[src/rtl/core/bbt_pkg.sv]
// shared types and constants for the buffer block table
`default_nettype none

package bbt_pkg;

    // fixed field widths of the beats
    localparam int BLOCK_W = 16;
    localparam int INDEX_W = 5;

    // request codes
    localparam logic REQ_ALLOC  = 1'b0;
    localparam logic REQ_LOOKUP = 1'b1;

    // result status codes
    typedef enum logic [1:0] {
        ST_OK            = 2'd0,
        ST_OUT_OF_BOUND  = 2'd1,
        ST_NOT_IN_BUFFER = 2'd2,
        ST_NO_FREE_SLOT  = 2'd3
    } status_t;

    // control sequencer states
    typedef enum logic [1:0] {
        FSM_IDLE,
        FSM_CMP,
        FSM_SEL
    } fsm_t;

    // input beat
    typedef struct packed {
        logic               req_type;
        logic [BLOCK_W-1:0] block_num;
    } in_beat_t;

    // result beat
    typedef struct packed {
        status_t            status;
        logic [INDEX_W-1:0] slot_index;
    } out_beat_t;

endpackage

`default_nettype wire

[src/rtl/core/buffer_block_table.sv]
// top level of the buffer block table: slot cell row, selection and result register
//
// Usage: a request beat on s_ (s_valid/s_ready, s_data) either allocates the
// lowest free slot for a block number or looks up the lowest occupied slot
// holding it. One result beat per request leaves on m_ (m_valid/m_ready,
// m_data) with a status and the slot index (zero unless status is ok).
// Block numbers at or above DISK_SIZE return out of bound and change nothing.
// An accepted request is captured, its compare vectors are registered in the
// compare step and its result is registered on m_ in the select step. The
// control sequencer takes one request at a time, so no new request is accepted
// until that result is written; the lowest-slot pick and commit happen in the select step.
// Reset (aresetn low, synchronous) frees every slot and clears all ages at
// once; there is no clearing pass. When the receiver holds m_ready low, the
// finished result stays in the output register while the next request may
// still be accepted and compared; it waits in the select step until the
// output register frees up.
`default_nettype none

module buffer_block_table #(
    parameter int SLOTS     = 32,
    parameter int DISK_SIZE = 8192,
    parameter int AGE_BITS  = 16
) (
    input  wire logic               aclk,
    input  wire logic               aresetn,
    input  wire logic               s_valid,
    output logic                    s_ready,
    input  wire bbt_pkg::in_beat_t  s_data,
    output logic                    m_valid,
    input  wire logic               m_ready,
    output bbt_pkg::out_beat_t      m_data
);
    import bbt_pkg::*;

    localparam int TAG_W = (DISK_SIZE > 2) ? $clog2(DISK_SIZE) : 1;
    localparam int IDX_W = (SLOTS > 2) ? $clog2(SLOTS) : 1;
    localparam logic [BLOCK_W:0] DISK_LIMIT = (BLOCK_W + 1)'(DISK_SIZE);

    fsm_t fsm_reg, fsm_next;

    logic               req_reg;
    logic [BLOCK_W-1:0] blk_reg;
    logic               oob_reg;
    logic [SLOTS-1:0]   hit_vec_reg;
    logic [SLOTS-1:0]   free_vec_reg;

    logic               m_valid_reg, m_valid_next;
    out_beat_t          m_data_reg, m_data_next;

    logic [SLOTS-1:0]   cell_free;
    logic [SLOTS-1:0]   cell_hit;
    logic [SLOTS-1:0]   grant_vec;
    logic               age_en;

    logic [SLOTS-1:0]   pick_vec;
    logic [SLOTS-1:0]   pick_low;
    logic [IDX_W-1:0]   pick_idx;
    logic               pick_any;
    logic               out_free;
    logic               commit;
    logic               accept;
    out_beat_t          result;

    // row of slot cells
    for (genvar i = 0; i < SLOTS; i++) begin : g_cell
        bbt_cell #(
            .TAG_W    (TAG_W),
            .AGE_BITS (AGE_BITS)
        ) u_cell (
            .aclk    (aclk),
            .aresetn (aresetn),
            .tag_in  (blk_reg[TAG_W-1:0]),
            .age_en  (age_en),
            .grant   (grant_vec[i]),
            .free    (cell_free[i]),
            .hit     (cell_hit[i])
        );
    end

    assign accept   = s_valid && s_ready;
    assign out_free = !m_valid_reg || m_ready;

    // lowest set bit of the chosen vector and its index
    always_comb begin
        pick_vec = (req_reg == REQ_LOOKUP) ? hit_vec_reg : free_vec_reg;
        pick_low = pick_vec & (~pick_vec + SLOTS'(1));
        pick_any = |pick_vec;
        pick_idx = '0;
        for (int i = 0; i < SLOTS; i++) begin
            if (pick_low[i]) begin
                pick_idx = pick_idx | IDX_W'(i);
            end
        end
    end

    // result beat
    always_comb begin
        result.status     = ST_OK;
        result.slot_index = INDEX_W'(pick_idx);
        if (oob_reg) begin
            result.status     = ST_OUT_OF_BOUND;
            result.slot_index = '0;
        end else if (!pick_any) begin
            result.status     = (req_reg == REQ_LOOKUP) ? ST_NOT_IN_BUFFER : ST_NO_FREE_SLOT;
            result.slot_index = '0;
        end
    end

    // claim and aging happen with the result write
    assign commit    = (fsm_reg == FSM_SEL) && out_free && !oob_reg
                       && (req_reg == REQ_ALLOC) && pick_any;
    assign grant_vec = commit ? pick_low : '0;
    assign age_en    = commit;

    // sequencer next state and output register
    always_comb begin
        fsm_next     = fsm_reg;
        m_valid_next = m_valid_reg;
        m_data_next  = m_data_reg;
        if (m_valid_reg && m_ready) begin
            m_valid_next = 1'b0;
        end
        unique case (fsm_reg)
            FSM_IDLE: begin
                if (accept) begin
                    fsm_next = FSM_CMP;
                end
            end
            FSM_CMP: begin
                fsm_next = FSM_SEL;
            end
            FSM_SEL: begin
                if (out_free) begin
                    m_valid_next = 1'b1;
                    m_data_next  = result;
                    fsm_next     = FSM_IDLE;
                end
            end
            default: begin
                fsm_next = FSM_IDLE;
            end
        endcase
    end

    // control registers
    always_ff @(posedge aclk) begin
        if (!aresetn) begin
            fsm_reg     <= FSM_IDLE;
            m_valid_reg <= 1'b0;
        end else begin
            fsm_reg     <= fsm_next;
            m_valid_reg <= m_valid_next;
        end
    end

    // request capture, compare vectors and result payload
    always_ff @(posedge aclk) begin
        if (accept) begin
            req_reg <= s_data.req_type;
            blk_reg <= s_data.block_num;
        end
        if (fsm_reg == FSM_CMP) begin
            oob_reg      <= ({1'b0, blk_reg} >= DISK_LIMIT);
            hit_vec_reg  <= cell_hit;
            free_vec_reg <= cell_free;
        end
        m_data_reg <= m_data_next;
    end

    assign s_ready = (fsm_reg == FSM_IDLE);
    assign m_valid = m_valid_reg;
    assign m_data  = m_data_reg;

endmodule

`default_nettype wire

[src/rtl/core/bbt_cell.sv]
// one buffer slot: occupied flag, block tag and saturating age counter
`default_nettype none

module bbt_cell #(
    parameter int TAG_W    = 13,
    parameter int AGE_BITS = 16
) (
    input  wire logic             aclk,
    input  wire logic             aresetn,
    input  wire logic [TAG_W-1:0] tag_in,
    input  wire logic             age_en,
    input  wire logic             grant,
    output logic                  free,
    output logic                  hit
);
    import bbt_pkg::*;

    localparam logic [AGE_BITS-1:0] AGE_MAX = '1;

    logic                used_reg, used_next;
    logic [TAG_W-1:0]    tag_reg, tag_next;
    logic [AGE_BITS-1:0] age_reg, age_next;

    // claim, tag and aging update
    always_comb begin
        used_next = used_reg;
        tag_next  = tag_reg;
        age_next  = age_reg;
        if (grant) begin
            used_next = 1'b1;
            tag_next  = tag_in;
            age_next  = '0;
        end else if (age_en && used_reg && (age_reg != AGE_MAX)) begin
            age_next = age_reg + AGE_BITS'(1);
        end
    end

    // control state and age clear on reset
    always_ff @(posedge aclk) begin
        if (!aresetn) begin
            used_reg <= 1'b0;
            age_reg  <= '0;
        end else begin
            used_reg <= used_next;
            age_reg  <= age_next;
        end
    end

    // tag holds no reset
    always_ff @(posedge aclk) begin
        tag_reg <= tag_next;
    end

    // local compare results
    assign free = !used_reg;
    assign hit  = used_reg && (tag_reg == tag_in);

endmodule

`default_nettype wire

[config.mk]
export PLATFORM = sky130hd
export DESIGN_NAME = buffer_block_table
export DESIGN_NICKNAME = d
export VERILOG_FILES = /design/src/rtl/core/bbt_pkg.sv /design/src/rtl/core/buffer_block_table.sv /design/src/rtl/core/bbt_cell.sv
export SDC_FILE = /design/constraint.sdc
export NUM_CORES = 1
export LEC_CHECK = 0
export BUFFER_PORTS_ARGS = -buffer_cell sky130_fd_sc_hd__buf_4
export CORE_ASPECT_RATIO = 0.6
export CORE_MARGIN = 2
export CORE_UTILIZATION = 60
export CTS_CLUSTER_SIZE = 8
export DETAILED_ROUTE_END_ITERATION = 7
export MAX_ROUTING_LAYER = met4
export PLACE_DENSITY_LB_ADDON = 0.08
export SLEW_MARGIN = 40
export SYNTH_ARGS = -nofsm -noshare
export SYNTH_HDL_FRONTEND = slang
export SYNTH_SLANG_ARGS = --single-unit
export TNS_END_PERCENT = 50
[constraint.sdc]
create_clock -name aclk -period 6.6 [get_ports aclk]
set_input_delay 1.32 -clock aclk [delete_from_list [all_inputs] [get_ports aclk]]
set_output_delay 1.32 -clock aclk [all_outputs]
set_load 0.05 [all_outputs]
Word-level counts from Yosys, hierarchy flattened:

Cells that the tools add are included.

* output and inout port bits: 9
* bits in registers: 540
* logic and storage cells: 239

* reduce and logical (&&, ||, !) cells: 77
* add/subtract/negate cells: 1
* bitwise gates (word level): 3
* mux-type cells: 48
* eq/ne operators: 36
* order comparisons: 1

Operators with widths (count)
* equality test 13 bit: 32
* two-way mux 5 bit: 16
* two-way mux 32 bit: 2
* logical AND 1 bit: 38
* two-way mux 7 bit: 5
* logical NOT 1 bit: 34
* adder 32 x 1 -> 32 bit (second input constant): 1
* AND 32 bit: 1
* two-way mux 4 bit: 8
* inverter 32 bit: 1
* OR reduction 32 bit: 1
* >= comparator 16 x 14 -> 1 bit (second input constant): 1
* two-way mux 2 bit: 6
* two-way mux 3 bit: 4
* two-way mux 1 bit: 6
* case mux 2 bit (3 select lines): 1
* AND reduction 2 bit: 2
* equality test 2 x 1 -> 1 bit (second input constant): 1
* equality test 2 bit (second input constant): 1
* logical NOT 2 bit: 1
* != test 2 x 1 -> 1 bit (second input constant): 1
* != test 2 bit (second input constant): 1
* logical OR 1 bit: 1
* inverter 1 bit: 1

Longest topological paths before layout:

* depth in word-level cells: 40
* gate-level depth with buffers: 11

Cells and area by module:

Synthesis repeated with hierarchy kept, for this count alone.

* cells, all modules: 1416
* area, all modules: 22564.1 um^2

By module, submodules not included
* bbt_cell: sequential area each 410.4 um^2, area an instance 570.5 um^2, instances 32, cells each 34
* buffer_block_table: sequential area each 2732.6 um^2, area an instance 4306.6 um^2, instances 1, cells each 328

Worst setup path after synthesis:

OpenSTA, ideal clock, no wires.

* path kind: input port to flip-flop
* from: input m_ready
* to: register g_cell[6].u_cell.tag_reg[0], enable pin
* arrival time: 3.439 ns
* setup time: 0.420 ns
* setup slack: 2.741 ns
* stages: 6
* path through: nand2b_1 -> nand2b_1 -> nor3_1 -> a21bo_2 -> buf_6 -> nor4_1

* cells in the longest elaborated chain, start to end: 6

Ends and longest elaborated chain
* start, declared: line buffer_block_table.sv:30 `input wire logic m_ready,`
* logical OR 1 bit: line buffer_block_table.sv:81 `assign out_free = !m_valid_reg || m_ready;`
* logical AND 1 bit (2 in series): line buffer_block_table.sv:110 `assign commit = (fsm_reg == FSM_SEL) && out_free && !oob_reg`
* logical AND 1 bit (2 in series): line buffer_block_table.sv:111 `&& (req_reg == REQ_ALLOC) && pick_any;`
* two-way mux 32 bit: line buffer_block_table.sv:112 `assign grant_vec = commit ? pick_low : '0;`
* via g_cell[6].u_cell.grant: line bbt_cell.sv:12 `input wire logic grant,`
* end signal, assigned: line bbt_cell.sv:51 `tag_reg <= tag_next;`
* end, declared: line bbt_cell.sv:21 `logic [TAG_W-1:0] tag_reg, tag_next;`

The timed path passes the listed nets, and every way through them passes these cells.
A chain may end at the register's enable or synchronous reset.

Final worst setup path:

* from: register req_reg
* to: register g_cell[31].u_cell.tag_reg[10], enable pin

* cells in the longest elaborated chain, start to end: 5
* elaborated cells between the ends (all ways): 9

Ends and longest elaborated chain
* start, declared: line buffer_block_table.sv:41 `logic req_reg;`
* start signal, assigned: line buffer_block_table.sv:159 `req_reg <= s_data.req_type;`
* two-way mux 32 bit: line buffer_block_table.sv:85 `pick_vec = (req_reg == REQ_LOOKUP) ? hit_vec_reg : free_vec_reg;`
* inverter 32 bit: line buffer_block_table.sv:86 `pick_low = pick_vec & (~pick_vec + SLOTS'(1));`
* adder 32 x 1 -> 32 bit: line buffer_block_table.sv:86
* AND 32 bit: line buffer_block_table.sv:86
* two-way mux 32 bit *: line buffer_block_table.sv:112
* via g_cell[31].u_cell.grant: line bbt_cell.sv:12
* end signal, assigned: line bbt_cell.sv:51
* end, declared: line bbt_cell.sv:21

Mark *: on every way through the listed nets, which the timed path passes. The rest lies on a longest branch.

==> metrics.md <==
| Metric | Value |
|---|---|
| Worst-margin pin slew | `830 ps` |
| Setup CP Type | `flip-flop to flip-flop` |
| First-pass GRT wire length | `74.6 mm` |
| Worst Path Arrival | `4390 ps` |
| Worst EP required | `6800 ps` |
| CTS tree | `yes` |
| Share of the synthesized area in the top cell type | `66.7%` |
| Skew final | `18.8 ps` |
| Placer Congestion | `0.973` |
| Post-Synthesis Cell Area | `0.0227 mm^2` |
| Remaining DRCs | `0` |
| Routed vias/inst | `5.74` |
| Number of global-route vias before repair | `12000` |
| Leak Pwr | `8.04 nW` |
| Power per Cell Area | `300 mW/mm^2` |
| Ranking of synthesized cells by area | `edfxtp_1 67%, xnor2_1 11%, xor2_1 4.9%` |
| Worst path cell trace | `buf_4, or4b_1, a222oi_1, buf_4, nand3_1, nor3_1, nor2b_2` |
| Die Wd | `255 um` |
| Crit-path slowest cell | `nor2b_2` |
| Post-DP HPWL | `27.3 mm` |
| Most used DFF post-synth | `edfxtp_1` |
| Syn nets | `1520` |
| Min Tclk post-route | `4180 ps` |
| Grt total ovfl | `0` |
| Die area | `0.0395 mm^2` |
| Mapped Cells | `1499` |
| Mean post-synth cell area | `15.2 um^2` |
| Largest net degree at the start of global routing | `67` |
| Cell taking the most area after synthesis | `edfxtp_1` |
| Crit-path max FO | `32` |
| Core area | `0.0375 mm^2` |
| Antenna violations before repair | `0` |
| Distinct cells, synth | `65` |
| Max cap viols | `0` |
| Dpl ws | `2490 ps` |
| Synth async-reset ratio | `0%` |
| Fill count | `2549` |
| Ys Warns | `0` |
| CTS max path bufs | `3` |
| Clock power share | `46.4%` |
| Total I/O pin count | `30` |
| Sequential power share | `48.7%` |
| Clock transition at the registers of the reported paths | `50 ps` |
| Sw Share | `20.8%` |
| Number of synthesized flops with an enable pin | `505` |
| Register Area | `0.0159 mm^2` |
| CTS buffer count | `77` |
| Crit-path max cell delay | `720 ps` |
| CTS root buf | `clkbuf_16` |
| Combinational share of power | `4.9%` |
| Hold Path Class | `flip-flop to flip-flop` |
| Area Growth Syn to Fin | `14.3%` |
| Endpoints failing hold | `0` |
| Number of flip-flops in the largest register | `416` |
| Peak VDD IR | `0.314 mV` |
| Status | `finished clean` |
| Setup violations, final | `0` |
| Remaining antenna violation count | `0` |
| Wire per inst | `22.8 um` |
| Multi-input gate area | `0.00655 mm^2` |
| Initial Util | `60.6%` |
| GR Util All Layers | `26.5%` |
| Synthesis-stage register bit count | `540` |
| Final Net Count | `1589` |
| Max Fclk | `0.239 GHz` |
| Max_slew headroom | `44.1%` |
| Tcrit/Tclk final | `63.4%` |
| Final worst slack | `2420 ps` |
| DR pass1 iterations | `5` |
| Int Pwr | `6.17 mW` |
| Port bufs | `29` |
| Fin area | `0.0260 mm^2` |
| TNS Setup | `0 ps` |
| Post-synth top cells | `505 x edfxtp_1, 288 x xnor2_1, 128 x xor2_1, 69 x nand4_1, 59 x nor3_1` |
| Resized Gates After CTS | `0` |
| Worst R2R Setup Slack | `2420 ps` |
| Row cnt | `55` |
| CP endpoint kind | `flip-flop` |
| H-tree levels | `3` |
| Final WL | `48.5 mm` |
| Die height | `155 um` |
| CTS Hold Bufs | `0` |
| Most frequent cell after synthesis | `edfxtp_1` |
| RSZ-0062 raised after global routing | `false` |
| Vias | `12200` |
| Max-slew violations | `0` |
| CTS sink cnt | `540` |
| Fraction of layout cells with a size suffix above 1 | `12.2%` |
| DP Area | `0.0237 mm^2` |
| Critical Path Most Common Cell | `buf_4` |
| Finished Core Util | `69.3%` |
| Iter 0 DRT Violations | `1481` |
| Clock Latency Late Sink | `580 ps` |
| Ant diodes | `0` |
| Psw | `1.62 mW` |
| Post CTS Setup Buffer Count | `0` |
| Sequential element share of the synthesized area | `69.8%` |
| CP Launch Type | `flip-flop` |
==> logic make-up after synthesis <==
logic type / after synthesis / synth area share, %
flops: 540 / 69.8
buf+inv: 114 / 2.09
simple gates: 326 / 8.35
compound gates: 86 / 2.96
xor+xnor: 416 / 16.0
mux: 17 / 0.787
==> placed cells by master, fill, tap and decap left out, types with 5 or more instances in the layout <==
master,synthesis,final
dfxtp_1,35,35
nor4_1,42,40
buf_12,0,5
clkbuf_1,24,44
mux2_2,7,7
a21oi_1,5,5
nor3_4,0,8
buf_4,2,55
or4_1,7,7
or3_1,8,8
nor2_2,1,11
o21a_1,34,34
xor2_1,128,128
inv_1,43,43
clkbuf_16,0,80
xnor2_1,288,288
mux2i_1,10,10
nand2b_1,7,7
nand2_1,26,26
nor2_1,23,13
edfxtp_1,505,505
nor2b_2,1,6
nand4_1,69,69
o32ai_1,6,6
nor3_1,59,51
nand3_1,38,38
==> final timing paths <==
kind	from	end	depth (start not counted)
worst max-delay path	req_reg	g_cell[31].u_cell.tag_reg[10]	7
worst min-delay path	g_cell[23].u_cell.used_reg	free_vec_reg[23]	1
worst max register to register	req_reg	g_cell[31].u_cell.tag_reg[10]	7
worst min register to register	g_cell[23].u_cell.used_reg	free_vec_reg[23]	1
==> routing by layer <==
layer / routed length, um / global-route usage [%] / vias to the layer above
met4: 767 / 6.63 / 0
met5: 0 / - / -
li1: - / - / 5679
met2: 19800 / 34.8 / 455
met1: 24600 / 42.3 / 6028
met3: 3430 / 4.86 / 66
==> worst max-delay path: cells and delay by family (launching register included) <==
kind	cells	cell delay (ps)
AOI/OAI and AO/OA	1	390
buffers and inverters	2	660
DFF	1	620
and+or+nand+nor	4	2110
==> through the flow <==
stage                     std cells  power, mW  hold WS (ps)
final                          2131       7.78           452
after CTS                      2131       7.85           460
after detailed placement       2002       4.24           453
after global placement         2002       4.23           451
after floorplan                1499       4.10           441
after global routing           2131       8.03           479
==> final cells by class <==
class                           count  share of cell area [%]
Clock inverter                      5                   0.279
Inverter                           43                   0.621
Timing Repair Buffer               61                    2.02
Multi-Input combinational cell    845                    25.2
Sequential cell                   540                    61.1
Tap cell                          513                    2.47
Clock buffer                      124                    8.34
==> power by group through the flow <==
stage	clock [mW]	combinational, mW	sequential [mW]
3_5_place_dp	0	0.382	3.85
4_1_cts	3.68	0.384	3.79
5_1_grt	3.83	0.413	3.79
3_3_place_gp	0	0.375	3.85
2_1_floorplan	0	0.233	3.87
6_report	3.61	0.381	3.79
No activity file was read; power rests on OpenSTA's default activity.
